<file path="src/rtl/core/bblur_pkg.sv">
`timescale 1ns / 1ps

package bblur_pkg;

   // Default bounds handed to the top level parameters.
   localparam int DEFAULT_MAX_WIDTH  = 2048;
   localparam int DEFAULT_MAX_HEIGHT = 4096;

   // Fixed widths of the configuration registers and result fields.
   localparam int FRAME_WIDTH_W  = 12;
   localparam int FRAME_HEIGHT_W = 13;
   localparam int CSR_ADDR_W     = 2;
   localparam int CSR_DATA_W     = 13;
   localparam int PIXEL_W        = 32;
   localparam int OUT_COL_W      = 11;
   localparam int OUT_ROW_W      = 12;

   localparam logic [FRAME_WIDTH_W-1:0]  RESET_FRAME_WIDTH  = 12'd640;
   localparam logic [FRAME_HEIGHT_W-1:0] RESET_FRAME_HEIGHT = 13'd480;

   // Register indexes on the configuration port.
   localparam logic [CSR_ADDR_W-1:0] CSR_FRAME_WIDTH  = 2'd0;
   localparam logic [CSR_ADDR_W-1:0] CSR_FRAME_HEIGHT = 2'd1;

   // A column sum holds three bytes, a window sum nine.
   localparam int COLSUM_W = 10;
   localparam int SUM_W    = 12;

   // Division by nine as a multiplication by the rounded-up reciprocal.
   // Exact for every sum below 32768, far beyond the largest window sum.
   localparam int            DIV9_MUL_W = 13;
   localparam logic [12:0]   DIV9_MUL   = 13'd7282;
   localparam int            DIV9_SHIFT = 16;
   localparam int            PROD_W     = SUM_W + DIV9_MUL_W;

   // Queue between the front and the back.
   localparam int QUEUE_DEPTH = 4;
   localparam int QPTR_W      = $clog2(QUEUE_DEPTH);
   localparam int QCNT_W      = $clog2(QUEUE_DEPTH + 1);

   // One classified window on its way to the back: the three column sums of
   // each colour channel (column 0 leftmost, channel 0 blue), the centre
   // alpha and the position of the centre pixel.
   typedef struct packed {
      logic [7:0]                        alpha;
      logic [2:0][2:0][COLSUM_W-1:0]     colsum;
      logic [OUT_COL_W-1:0]              col;
      logic [OUT_ROW_W-1:0]              row;
      logic                              done;
   } bblur_item_type;

   typedef struct packed {
      logic              empty;
      logic [QCNT_W-1:0] count;
   } bblur_qstat_type;

endpackage

</file>
<file path="src/rtl/core/bblur_queue.sv">
`timescale 1ns / 1ps

module bblur_queue
   import bblur_pkg::*;
(
   input  logic            clock,
   input  logic            reset,
   input  logic            push,
   input  bblur_item_type  push_item,
   input  logic            pop,
   output bblur_item_type  pop_item,
   output bblur_qstat_type qstat
);

   bblur_item_type    entry_ff [QUEUE_DEPTH];
   logic [QPTR_W-1:0] wr_ptr_ff;
   logic [QPTR_W-1:0] rd_ptr_ff;
   logic [QCNT_W-1:0] count_ff;
   logic [QPTR_W-1:0] wr_ptr_in;
   logic [QPTR_W-1:0] rd_ptr_in;
   logic [QCNT_W-1:0] count_in;

   always_comb begin
      wr_ptr_in = wr_ptr_ff;
      rd_ptr_in = rd_ptr_ff;
      count_in  = count_ff;
      if (push) begin
         wr_ptr_in = (wr_ptr_ff == QPTR_W'(QUEUE_DEPTH - 1)) ? '0 : wr_ptr_ff + 1'b1;
      end
      if (pop) begin
         rd_ptr_in = (rd_ptr_ff == QPTR_W'(QUEUE_DEPTH - 1)) ? '0 : rd_ptr_ff + 1'b1;
      end
      if (push && !pop) begin
         count_in = count_ff + 1'b1;
      end else if (pop && !push) begin
         count_in = count_ff - 1'b1;
      end
   end

   always_ff @(posedge clock) begin
      if (reset) begin
         wr_ptr_ff <= '0;
         rd_ptr_ff <= '0;
         count_ff  <= '0;
      end else begin
         wr_ptr_ff <= wr_ptr_in;
         rd_ptr_ff <= rd_ptr_in;
         count_ff  <= count_in;
      end
   end

   always_ff @(posedge clock) begin
      if (push) begin
         entry_ff[wr_ptr_ff] <= push_item;
      end
   end

   assign pop_item    = entry_ff[rd_ptr_ff];
   assign qstat.empty = (count_ff == '0);
   assign qstat.count = count_ff;

   // The front reserves a slot before it accepts a pixel, so a push never
   // finds the queue full.
   a_no_overflow : assert property (@(posedge clock) disable iff (reset)
      push |-> (count_ff != QCNT_W'(QUEUE_DEPTH)))
      else $error("queue pushed while full");

   a_no_underflow : assert property (@(posedge clock) disable iff (reset)
      pop |-> (count_ff != '0))
      else $error("queue popped while empty");

   a_empty_ptrs : assert property (@(posedge clock) disable iff (reset)
      (count_ff == '0) |-> (wr_ptr_ff == rd_ptr_ff))
      else $error("queue pointers disagree with an empty count");

endmodule

</file>
<file path="config.mk">
export PLATFORM = sky130hd
export DESIGN_NAME = bblur_queue
export DESIGN_NICKNAME = d
export VERILOG_FILES = /design/src/rtl/core/bblur_pkg.sv /design/src/rtl/core/bblur_queue.sv
export SDC_FILE = /design/constraint.sdc
export NUM_CORES = 1
export LEC_CHECK = 0
export BUFFER_PORTS_ARGS = -buffer_cell sky130_fd_sc_hd__buf_4
export CAP_MARGIN = 20
export CORE_MARGIN = 2
export CORE_UTILIZATION = 51
export CTS_CLUSTER_SIZE = 25
export DETAILED_ROUTE_END_ITERATION = 8
export GPL_TIMING_DRIVEN = 0
export PLACE_DENSITY = 0.75
export RECOVER_POWER = 25
export SETUP_SLACK_MARGIN = 0.3
export SLEW_MARGIN = 40
export SYNTH_ARGS = -nofsm -noshare
export SYNTH_HDL_FRONTEND = slang
export SYNTH_SLANG_ARGS = --single-unit
</file>
<file path="constraint.sdc">
create_clock -name clock -period 3.8 [get_ports clock]
set_input_delay 0 -clock clock [delete_from_list [all_inputs] [get_ports clock]]
set_output_delay 0 -clock clock [all_outputs]
set_load 0.01 [all_outputs]
</file>
==> results.yml <==
routing:
  via_per_inst: 5.444
  drt_iter0_markers: 476
  vias: 8825
  ant_nets: 0
  drt_wl_total_um: 36600
  dr.pass1.iters: 5
  drc: 0
  avgRoutedWirePerCell_um: 22.58
synth:
  ys_ff_latch: 497
  synth_warnings: 0
  postSynthCellCount: 681
  syn-num-nets: 814
  synth.distinct_cells: 19
  netlist_area_um2: 18030
  yosysSeqAreaShare_pct: 82.25
  synth_area_per_cell_um2: 26.48
worst_setup_path:
  path_max_fanout: 10
  cp_top_family: "buffers and inverters"
  worst-path-stages: 5
  cp_slowest_stage_delay_ns: 0.40
  cp_slowest_cell: "mux4_2"
  critical_path.endpoint_type: "output pin"
  startpoint_type: "register"
  worstSetupPathType: "reg2out"
  rr_worst_depth: 6
  cp_data_required_time_ns: 3.80
  critPathArrivalTime_ns: 2.40
  critPathMostFrequentCell: "buf_2"
  cp_cell_sequence: "clkbuf_1, buf_2, buf_2, mux4_2, buf_4"
  path_buf_inv: 4
placement:
  placed_cell_area_um2: 20870
  dp_slack_ns: 1.828
  hpwl_um: 21860
  io_buffers: 251
  place_congestion: 0.7115
layout:
  fillers: 2209
  syn2layout_area_growth_pct: 29.55
  area.sequential_um2: 14830
  layout_common_cells: "edfxtp_1, buf_4, dlygate4sd3_1"
  finalInstanceArea_um2: 23360
  drive_above_1_share_pct: 35.22
  nets: 1259
  mostFrequentLayoutCell: "edfxtp_1"
  multi_input_area_um2: 2995
  finish.utilization_pct: 67.30
clock_tree:
  tritoncts: "done"
  cts_hold_buf: 126
  clk_pin_slew_ns: 0.06
  cts_buffer_depth: 3
  clkLatencyLatePin_ns: 0.55
  cts-root-buf: "clkbuf_16"
  cts_setup_buffers: 0
  cts_buffers: 48
  cts_sinks: 497
  post_cts_resized: 0
  htreeDepth: 2
power:
  power_density_nw_per_um2: 520.7
  p_leak_nw: 7.848
  vdd_ir_drop_max_uv: 476.9
timing:
  slew_headroom_pct: 56.66
  drv_slew: 0
  rsz0062_at_grt: "false"
  setup_viol: 0
  max_freq_ghz: 0.4167
  max_slew.worst_pin.slew_ns: 0.6501
  fin_setup_tns_ns: 0
  fin_worst_skew_ns: 0.01678
  hold_ws_ns: 0.2039
  worst_slack_ns: 1.400
  hold_viol_final: 0
  period_share_pct: 63.16
  period_minus_slack_ns: 2.400
global_routing:
  grt_use_total_pct: 20.04
  grt-ovfl-total: 0
  antenna_found_initial: 2
  grt_first_pass_wirelength_um: 54520
  grt_pass1_vias: 9461
  grt_max_degree: 37
min_path:
  min_path_type: "in2reg"
  whs_path_depth: 2
run_status:
  status: "completed"
floorplan:
  initial_core_util_pct: 51.95
  fp.dieW_um: 192.1
  core.rowCount: 68
  dieArea_um2: 36880
  ioPinCount: 252
  die_h_um: 192.1
  core-area_um2: 34710
job:
  drv_cap: 0
[layout make-up]
cell class	count	share of cell area [%]
timing repair buffer	395	13.86
multi-input combinational	152	12.82
inverter	4	0.06426
sequential	497	63.49
clock inverter	21	0.7765
clock buffer	67	5.666
buffer	28	0.8569
tap	455	2.437
antenna	2	0.02142
[metal layers]
layer,track usage [%],vias to the layer above,routed length (um)
met1,26.22,4586,14310
met4,5.960,0,815
met5,0,-,0
met3,5.865,58,3250
met2,32.95,343,18220
li1,-,3838,-
[cells by family (layout without fill, tap and decap cells)]
| logic type | after synthesis | count (layout) | share of synthesized area, % |
|---|---|---|---|
| flip-flops | 497 | 497 | 82.25 |
| AO/OA/AOI/OAI | 3 | 3 | 0.08323 |
| multiplexers | 126 | 126 | 15.46 |
| other | 0 | 2 | 0 |
| buffers and inverters | 32 | 515 | 1.193 |
| AND/OR/NAND/NOR | 14 | 14 | 0.3885 |
| adder cells (fa/ha/maj) | 7 | 7 | 0.5273 |
| XOR/XNOR | 2 | 2 | 0.09715 |
[cells in the mapped netlist (all sizes together)]
cell      n  area [um^2]
a21oi     2        10.01
edfxtp  488        14650
fa        1        20.02
xor2      2        17.52
ha        6        75.07
clkbuf    5        18.77
nor2      7        26.28
mux4    122         2748
and2      4        25.02
nor3      1        5.000
mux2i     4        40.04
dfxtp     9        180.2
inv       4        15.01
buf      23        181.4
o21ai     1        5.000
or3       1        6.260
nor3b     1        7.510
[registers in the layout, indices dropped and copies added (netlist names), named ones only]
register,flops
count_ff,3
entry_ff,488
rd_ptr_ff,2
wr_ptr_ff,2
[stage by stage]
| step | cells | power, mW |
|---|---|---|
| floorplan | 681 | 7.036 |
| global placement | 1387 | 7.629 |
| detailed placement | 1405 | 7.692 |
| CTS | 1619 | 12.33 |
| global route | 1621 | 12.58 |
| finish | 1621 | 12.16 |
[report_power, final]
| part | switching [mW] | internal [mW] | leakage (nW) |
|---|---|---|---|
| logic | 0.625 | 0.681 | 2.57 |
| clock network | 1.88 | 2.63 | 0.726 |
| registers | 0.0620 | 6.28 | 4.56 |
| total | 2.57 | 9.59 | 7.85 |
[final timing paths]
path                                   from                         end  slack, ns
setup / recovery                   register                pop_item[78]       1.40
hold reg to reg   rd_ptr_ff[1]$_SDFFE_PP0P_   rd_ptr_ff[1]$_SDFFE_PP0P_       0.55
hold / removal               push_item[113]  entry_ff[2][113]$_DFFE_PP_       0.20
setup reg to reg  wr_ptr_ff[0]$_SDFFE_PP0P_   entry_ff[0][45]$_DFFE_PP_       1.87
No activity file was read; power rests on OpenSTA's default activity.
