File: config.mk
export PLATFORM = sky130hd
export DESIGN_NAME = bblur_back
export DESIGN_NICKNAME = d
export VERILOG_FILES = /design/src/rtl/core/bblur_pkg.sv /design/src/rtl/core/bblur_back.sv
export SDC_FILE = /design/constraint.sdc
export NUM_CORES = 1
export LEC_CHECK = 0
export ABC_AREA = 1
export BUFFER_PORTS_ARGS = -buffer_cell sky130_fd_sc_hd__buf_4
export CORE_MARGIN = 2
export CORE_UTILIZATION = 60
export DETAILED_ROUTE_END_ITERATION = 12
export PLACE_DENSITY = 0.83
export SETUP_SLACK_MARGIN = 0.02
export SLEW_MARGIN = 20
export SYNTH_ARGS = -nofsm -noshare
export SYNTH_HDL_FRONTEND = slang
export SYNTH_SLANG_ARGS = --single-unit
File: constraint.sdc
create_clock -name clock -period 9.8 [get_ports clock]
set_input_delay 0.49 -clock clock [delete_from_list [all_inputs] [get_ports clock]]
set_output_delay 0.49 -clock clock [all_outputs]
set_load 0.005 [all_outputs]
File: src/rtl/core/bblur_pkg.sv
`timescale 1ns / 1ps

package bblur_pkg;

   // Default bounds handed to the top level parameters.
   localparam int DEFAULT_MAX_WIDTH  = 2048;
   localparam int DEFAULT_MAX_HEIGHT = 4096;

   // Fixed widths of the configuration registers and result fields.
   localparam int FRAME_WIDTH_W  = 12;
   localparam int FRAME_HEIGHT_W = 13;
   localparam int CSR_ADDR_W     = 2;
   localparam int CSR_DATA_W     = 13;
   localparam int PIXEL_W        = 32;
   localparam int OUT_COL_W      = 11;
   localparam int OUT_ROW_W      = 12;

   localparam logic [FRAME_WIDTH_W-1:0]  RESET_FRAME_WIDTH  = 12'd640;
   localparam logic [FRAME_HEIGHT_W-1:0] RESET_FRAME_HEIGHT = 13'd480;

   // Register indexes on the configuration port.
   localparam logic [CSR_ADDR_W-1:0] CSR_FRAME_WIDTH  = 2'd0;
   localparam logic [CSR_ADDR_W-1:0] CSR_FRAME_HEIGHT = 2'd1;

   // A column sum holds three bytes, a window sum nine.
   localparam int COLSUM_W = 10;
   localparam int SUM_W    = 12;

   // Division by nine as a multiplication by the rounded-up reciprocal.
   // Exact for every sum below 32768, far beyond the largest window sum.
   localparam int            DIV9_MUL_W = 13;
   localparam logic [12:0]   DIV9_MUL   = 13'd7282;
   localparam int            DIV9_SHIFT = 16;
   localparam int            PROD_W     = SUM_W + DIV9_MUL_W;

   // Queue between the front and the back.
   localparam int QUEUE_DEPTH = 4;
   localparam int QPTR_W      = $clog2(QUEUE_DEPTH);
   localparam int QCNT_W      = $clog2(QUEUE_DEPTH + 1);

   // One classified window on its way to the back: the three column sums of
   // each colour channel (column 0 leftmost, channel 0 blue), the centre
   // alpha and the position of the centre pixel.
   typedef struct packed {
      logic [7:0]                        alpha;
      logic [2:0][2:0][COLSUM_W-1:0]     colsum;
      logic [OUT_COL_W-1:0]              col;
      logic [OUT_ROW_W-1:0]              row;
      logic                              done;
   } bblur_item_type;

   typedef struct packed {
      logic              empty;
      logic [QCNT_W-1:0] count;
   } bblur_qstat_type;

endpackage

File: src/rtl/core/bblur_back.sv
`timescale 1ns / 1ps

module bblur_back
   import bblur_pkg::*;
(
   input  logic                 clock,
   input  logic                 reset,
   input  bblur_qstat_type      qstat,
   input  bblur_item_type       pop_item,
   output logic                 q_pop,
   output logic [PIXEL_W-1:0]   rsp_pixel_out,
   output logic [OUT_COL_W-1:0] rsp_out_col,
   output logic [OUT_ROW_W-1:0] rsp_out_row,
   output logic                 rsp_frame_done,
   output logic                 rsp_empty,
   input  logic                 rsp_pop
);

   logic                       b1_valid_ff;
   logic [2:0][SUM_W-1:0]      b1_sum_ff;
   logic [7:0]                 b1_alpha_ff;
   logic [OUT_COL_W-1:0]       b1_col_ff;
   logic [OUT_ROW_W-1:0]       b1_row_ff;
   logic                       b1_done_ff;
   logic [2:0][SUM_W-1:0]      sum;

   logic                       b2_valid_ff;
   logic [PIXEL_W-1:0]         b2_pixel_ff;
   logic [OUT_COL_W-1:0]       b2_col_ff;
   logic [OUT_ROW_W-1:0]       b2_row_ff;
   logic                       b2_done_ff;
   logic [2:0][PROD_W-1:0]     prod;
   logic [2:0][7:0]            quot;

   logic b1_ready;
   logic b2_ready;

   assign b2_ready = !b2_valid_ff || rsp_pop;
   assign b1_ready = !b1_valid_ff || b2_ready;
   assign q_pop    = !qstat.empty && b1_ready;

   always_comb begin
      for (int ch = 0; ch < 3; ch++) begin
         sum[ch] = SUM_W'(pop_item.colsum[0][ch]) + SUM_W'(pop_item.colsum[1][ch])
                 + SUM_W'(pop_item.colsum[2][ch]);
      end
   end

   always_comb begin
      for (int ch = 0; ch < 3; ch++) begin
         prod[ch] = PROD_W'(b1_sum_ff[ch]) * PROD_W'(DIV9_MUL);
         quot[ch] = prod[ch][DIV9_SHIFT +: 8];
      end
   end

   always_ff @(posedge clock) begin
      if (reset) begin
         b1_valid_ff <= 1'b0;
         b2_valid_ff <= 1'b0;
      end else begin
         if (b1_ready) begin
            b1_valid_ff <= q_pop;
         end
         if (b2_ready) begin
            b2_valid_ff <= b1_valid_ff;
         end
      end
   end

   always_ff @(posedge clock) begin
      if (q_pop) begin
         b1_sum_ff   <= sum;
         b1_alpha_ff <= pop_item.alpha;
         b1_col_ff   <= pop_item.col;
         b1_row_ff   <= pop_item.row;
         b1_done_ff  <= pop_item.done;
      end
      if (b2_ready && b1_valid_ff) begin
         b2_pixel_ff <= {b1_alpha_ff, quot[2], quot[1], quot[0]};
         b2_col_ff   <= b1_col_ff;
         b2_row_ff   <= b1_row_ff;
         b2_done_ff  <= b1_done_ff;
      end
   end

   assign rsp_pixel_out  = b2_pixel_ff;
   assign rsp_out_col    = b2_col_ff;
   assign rsp_out_row    = b2_row_ff;
   assign rsp_frame_done = b2_done_ff;
   assign rsp_empty      = !b2_valid_ff;

endmodule

==> results of run 1 <==
-- final cells by class --
cell class | count | area share, %
multi-input cells | 881 | 52.55
flip-flops and latches | 126 | 24.96
repair buffers | 185 | 9.211
inverters | 283 | 7.045
clock buffers | 17 | 2.821
well taps | 275 | 2.282
clock inverters | 15 | 1.129
-- cell usage in the layout, fill, tap and decap left out, drive strengths merged, types with 2 or more instances in the layout --
master / count
inv: 291
ha: 226
nand2: 221
buf: 185
edfxtp: 124
fa: 120
nor2: 74
a21oi: 65
nand3: 50
xor2: 25
o21ai: 20
clkbuf: 17
a21o: 15
xnor2: 15
nor3: 11
nand4: 8
o21bai: 7
o21a: 4
clkinv: 4
nor4: 3
or2: 3
a31oi: 2
o31ai: 2
o2111ai: 2
nand3b: 2
dfxtp: 2
clkinvlp: 2
a211oi: 2
a21boi: 2
-- kinds of logic (layout without fill, tap and decap cells) --
| group | after synthesis | in the layout | synth area share (%) |
|---|---|---|---|
| fa+ha+maj | 346 | 346 | 41.06 |
| simple gates | 373 | 373 | 12.54 |
| compound gates | 122 | 122 | 5.766 |
| xor+xnor | 40 | 40 | 2.750 |
| flops | 126 | 126 | 29.55 |
| buf+inv | 283 | 500 | 8.339 |
-- worst min path at each step --
stage                              start                end  slack, ns  cells past startpoint
after floorplan               b1_done_ff     rsp_frame_done       0.40                      0
after global placement      b1_row_ff[1]     rsp_out_row[1]       0.40                      0
after detailed placement  b1_alpha_ff[6]  rsp_pixel_out[30]       0.41                      0
after CTS                          reset        b2_valid_ff       0.20                      2
after global routing               reset        b2_valid_ff       0.20                      2
final                              reset        b2_valid_ff       0.21                      2
-- worst register-to-register path, delay by kind of cell (launching register included) --
kind,cells,cell delay (ns)
buffers and inverters,5,0.30
DFF,1,0.52
adders and majority gates,6,2.72
AOI/OAI and AO/OA,1,0.23
and+or+nand+nor,6,0.57
-- synth_stat cells (all sizes together) (7+ instances only) --
library cell	instances	area (um2)
ha	226	2828
nand4	8	50.05
nand2	221	844.6
nor3	11	80.08
o21ai	20	107.6
fa	120	2402
nor2	74	297.8
o21bai	7	56.30
xor2	25	219.0
edfxtp	124	3724
xnor2	15	131.4
inv	282	1059
a21o	15	112.6
a21oi	65	336.6
nand3	50	260.3
-- routing by layer --
| metal | vias up | wire length (um) | track usage, % | share of wire, % |
|---|---|---|---|---|
| met4 | 0 | 570 | 7.406 | 2.1 |
| li1 | 4605 | - | - | - |
| met3 | 48 | 821 | 3.902 | 3.0 |
| met2 | 212 | 14720 | 47.73 | 54 |
| met1 | 4466 | 11110 | 30.46 | 41 |
| met5 | - | 0 | 0 | 0 |
-- stage by stage --
step	utilization [%]	worst slack, ns
2_1_floorplan	-	5.634
3_3_place_gp	69.11	5.402
3_5_place_dp	69.11	5.260
4_1_cts	71.95	5.229
5_1_grt	71.95	4.986
6_report	71.95	5.221
-- sequential cells by signal (all words and copies together) (netlist names) --
name            cells
b2_valid_ff         1
rsp_out_row        12
rsp_frame_done      1
b1_done_ff          1
b1_valid_ff         1
b1_sum_ff          36
rsp_out_col        11
b1_alpha_ff         8
rsp_pixel_out      32
b1_col_ff          11
b1_row_ff          12
==> impl_metrics.ini, run 1 <==
[status]
outcome = complete, no violations

[logic_synthesis]
synth_warnings = 0
synth-async-reset-ratio_pct = 0
ys_seq_area_share_pct = 29.55
netlist_area_um2 = 12740
synth_top_flop_cell = edfxtp_1
synth_cells = 1290
synth.distinct_cells = 41
synth.avg_cell_area_um2 = 9.875
synth_nets = 1765
ys_seq_elements = 126
synth-edff-count = 124

[setup_path]
criticalPathCategory = flip-flop to flip-flop
critPathLaunch = b1_sum_ff[32]
r2r-start = b1_sum_ff[32]
r2r_end = rsp_pixel_out[19]
path_cells = fa_1, ha_1, inv_1, fa_1, inv_1, fa_1, inv_1, fa_1, inv_1, ha_1, nand2_1, inv_1, a21oi_1, nor3_1, nor2_1, nand2_1, nand2_1, nand2_1
endpoint = rsp_pixel_out[19]
path_common_cell = inv_1
path_buf_inv = 5
worstSetupEndpointType = flip-flop
slowest_delay_ns = 0.56
r2r_cells = 18
required_ns = 9.97
crit_fanout = 4
critPathSlowestCell = fa_1
path_delay_family = adder cells
cp.arrival_ns = 4.75
startpoint_type = flip-flop
reg2reg_slack_ns = 5.22
path_depth = 18

[cells_and_area]
multiInputGateArea_um2 = 7924
syn2layout_area_growth_pct = 18.37
drive_gt1_share_pct = 16.92
fillerInstances = 1526
final_cell_area_um2 = 15080
antenna_cells = 0
nets = 1969
seqCellArea_um2 = 3764
final_cells = 1782

[cts]
clockBufferDepth = 2
cts_resized = 0
clock_latency_ns = 0.43
cts_buffers = 17
cts_setup_buffers = 0
cts_hold_buf = 0
cts_tree = done
clk_pin_slew_ns = 0.07
htree_levels = 4
cts.sinks = 126
root_buffer = clkbuf_16

[timing]
hold_slack_ns = 0.2149
setup_violations = 0
period_share_pct = 46.73
slew_violations = 0
post-route-min-period_ns = 4.579
rsz0062_at_grt = no
max_slew_margin_pct = 57.68
fmax_ghz = 0.2184
finalSetupTns_ns = 0
tightest_slew_ns = 0.6339
finClkSkew_ns = 0.01559
hold_viol = 0

[routing]
drtPass1Iterations = 5
drtAntennaViolNets = 0
vias_per_cell = 5.236
vias = 9331
wl_per_cell_um = 15.28
wl_um = 27230
drt-initial-drc-count = 328
drc = 0

[place]
placed_cells = 1750
placed_cell_area_um2 = 14480
dp_hpwl_um = 22970
io_buffer_count = 183
finalWeightedCongestion = 0.9275

[floorplanning]
die_area_um2 = 22410
placementRows = 53
die_h_um = 149.7
initial_utilization_pct = 60.79
ios = 187
die_w_um = 149.7
core_um2 = 20960

[global_routing]
grt_use_total_pct = 25.57
grt_max_degree = 44
antenna_found_initial = 0
grt_pass1_wl_um = 44830
gr-total-overflow = 0
grt_pass1_vias = 9659

[flow_run]
drv_cap = 0

[hold_path]
hold_class = input port to flip-flop
Power of run 1 is not shown: default switching activity piles up to over one toggle a cycle in this logic, so the estimate is an artifact.
==> run 2, diff against run 1 <==
--- a/config.mk
+++ b/config.mk
@@ -5,12 +5,12 @@
 export SDC_FILE = /design/constraint.sdc
 export NUM_CORES = 1
 export LEC_CHECK = 0
-export ABC_AREA = 1
+export ABC_AREA = 0
 export BUFFER_PORTS_ARGS = -buffer_cell sky130_fd_sc_hd__buf_4
 export CORE_MARGIN = 2
-export CORE_UTILIZATION = 60
+export CORE_UTILIZATION = 53
 export DETAILED_ROUTE_END_ITERATION = 12
-export PLACE_DENSITY = 0.83
+export PLACE_DENSITY = 0.78
 export SETUP_SLACK_MARGIN = 0.02
 export SLEW_MARGIN = 20
 export SYNTH_ARGS = -nofsm -noshare
==> constraint.sdc (replaced) <==
create_clock -name clock -period 3.79 [get_ports clock]
set_input_delay 0.1895 -clock clock [delete_from_list [all_inputs] [get_ports clock]]
set_output_delay 0.1895 -clock clock [all_outputs]
set_load 0.005 [all_outputs]
==> impl_metrics.ini, run 2 <==
[setup_path]
path_common_cell = fa_1
worstSetupEndpointType = flip-flop
required_ns = 3.97
startpoint_type = flip-flop
slowest_delay_ns = 0.57
critPathSlowestCell = fa_1
path_buf_inv = 4
path_cells = fa_1, ha_4, inv_2, fa_1, inv_2, fa_1, inv_1, fa_1, inv_2, ha_4, and2_4, or3_4, o221ai_4, nor2b_4, xnor2_1
crit_fanout = 4
criticalPathCategory = flip-flop to flip-flop
path_delay_family = adder cells
cp.arrival_ns = 4.75

[logic_synthesis]
netlist_area_um2 = 11840
synth_warnings = 0
synth-edff-count = 124
synth_top_flop_cell = edfxtp_1
synth_area_leaders = edfxtp_1 31%, ha_1 24%, fa_1 20%
synth.most_common_cell = ha_1
synth.distinct_cells = 51
synth_mux_area_share_pct = 0.09510
synth_top_family_by_area = adder cells
ys_seq_elements = 126
synth_nets = 1492
synthAdderAreaFrac_pct = 44.17
synth_top_area_cell = edfxtp_1
synth_top_area_share_pct = 31.45
synth_cells = 1017
ys_top_cells_by_count = 226 x ha_1, 222 x inv_1, 124 x edfxtp_1, 120 x fa_1, 47 x xnor2_1
synth-xor-area-share_pct = 4.438
synth-simple-area-share_pct = 5.199
synth_compound_area_share_pct = 7.249
synth-async-reset-ratio_pct = 0
synth.avg_cell_area_um2 = 11.64
ys_seq_area_share_pct = 31.78

[routing]
drtPass1Iterations = 5
vias = 9029
vias_per_cell = 5.231
drt-initial-drc-count = 314
drtAntennaViolNets = 0
wl_per_cell_um = 17.25
drc = 0
wl_um = 29770

[cells_and_area]
seqCellArea_um2 = 3764
multiInputGateArea_um2 = 7996
drive_gt1_share_pct = 35.41
nets = 1908
final_cells = 1726
syn2layout_area_growth_pct = 40.63
mostFrequentLayoutCells = 354 x buf_4, 205 x inv_1, 197 x ha_1
regMostFlops = b1_sum_ff
final_common_cell = buf_4
antenna_cells = 0
largest_reg_flops = 36
fillerInstances = 1368

[timing]
rsz0062_at_grt = yes
post-route-min-period_ns = 4.573
finClkSkew_ns = 0.01524
tightest_slew_ns = 1.044
timing.final.ws_setup_ns = -0.7825
period_share_pct = 120.6
hold_slack_ns = 0.1278
max_slew_margin_pct = 30.27
slew_violations = 0
setup_violations = 24
fmax_ghz = 0.2187
hold_viol = 0

[floorplanning]
die_h_um = 153.5
die_area_um2 = 23550
ios = 187
die_w_um = 153.5
placementRows = 54
core_um2 = 21890
initial_utilization_pct = 54.09

[cts]
cts_tree = done
clk_pin_slew_ns = 0.07
root_buffer = clkbuf_16
clockBufferDepth = 2
cts_buffers = 17
clock_latency_ns = 0.43
htree_levels = 4
cts.sinks = 126

[global_routing]
grt_pass1_vias = 10093
grt_max_degree = 36
gr-total-overflow = 0
grt_use_total_pct = 25.68
antenna_found_initial = 0
grt_pass1_wl_um = 47890

[place]
place_ws_ns = -0.7526
dp_hpwl_um = 21420
placed_cells = 1638
finalWeightedCongestion = 0.9322
io_buffer_count = 183

[status]
violations = negative setup slack
outcome = finished, violations left

[flow_run]
drv_cap = 0

[hold_path]
hold_class = input port to flip-flop
-- run 2: changes by cell type in the layout (fill, tap and decap cells not counted), moves of 12 or more --
cell / change
inv_1: -69
dlygate4sd3_1: +34
nand3_1: -41
a21oi_1: -39
nor2_1: -34
nand2_1: -184
ha_4: +23
buf_4: +169
ha_1: -29
xor2_1: -12
xnor2_1: +32
-- run 2: cell families after synthesis --
group	after synthesis
mux	1
simple gates	130
fa+ha+maj	346
buf+inv	223
compound gates	131
flops	126
xor+xnor	60
-- run 2: layer usage --
metal	share of wire [%]	track usage, %	vias to the layer above	wire length [um]
met5	0	0	-	0
met4	4.5	11.31	0	1332
met3	4.2	4.707	108	1241
met2	52	46.47	260	15490
met1	39	29.69	4394	11710
li1	-	-	4267	-
-- run 2: final cells by class --
class / count / area share (%)
clock inverter: 15 / 0.9843
timing repair buffer: 398 / 18.73
tap: 280 / 2.104
sequential: 126 / 22.60
multi-input combinational: 668 / 48.02
clock buffer: 17 / 2.555
inverter: 222 / 5.004
-- run 2: path summary, 6_finish.rpt --
| check | slack [ns] | from | endpoint | cells past startpoint |
|---|---|---|---|---|
| max | -0.78 | b1_sum_ff[31] | rsp_pixel_out[16] | 15 |
| min | 0.13 | rsp_pop | b1_valid_ff | 4 |
| max reg2reg | -0.78 | b1_sum_ff[31] | rsp_pixel_out[16] | 15 |
| min reg2reg | 0.42 | b1_row_ff[2] | rsp_out_row[2] | 0 |
-- run 2: repair_timing --
action	in CTS	in global routing
gates cloned	0	0
hold buffers	34	0
setup buffers	15	8
resized for setup	79	35
pin swaps	32	39
setup endpoints to repair	24	24
hold endpoints to repair	34	0
-- run 2: metrics by stage --
step                utilization, %  TNS [ns]  cell area, um2
finish                       76.07    -15.89           16650
global route                 76.07    -19.02           16650
CTS                          74.96    -13.77           16410
detailed placement           68.27    -14.62           14950
global placement             68.27    -11.66           14950
floorplan                        -    -8.852           12000
-- run 2: worst reg2reg max path: stages (launching register included) --
cell      delay, ns
edfxtp_1       0.48
fa_1           0.57
ha_4           0.31
inv_2          0.03
fa_1           0.49
inv_2          0.05
fa_1           0.54
inv_1          0.07
fa_1           0.50
inv_2          0.05
ha_4           0.22
and2_4         0.18
or3_4          0.34
o221ai_4       0.23
nor2b_4        0.19
xnor2_1        0.07
Power of run 2 is left out for the same reason.
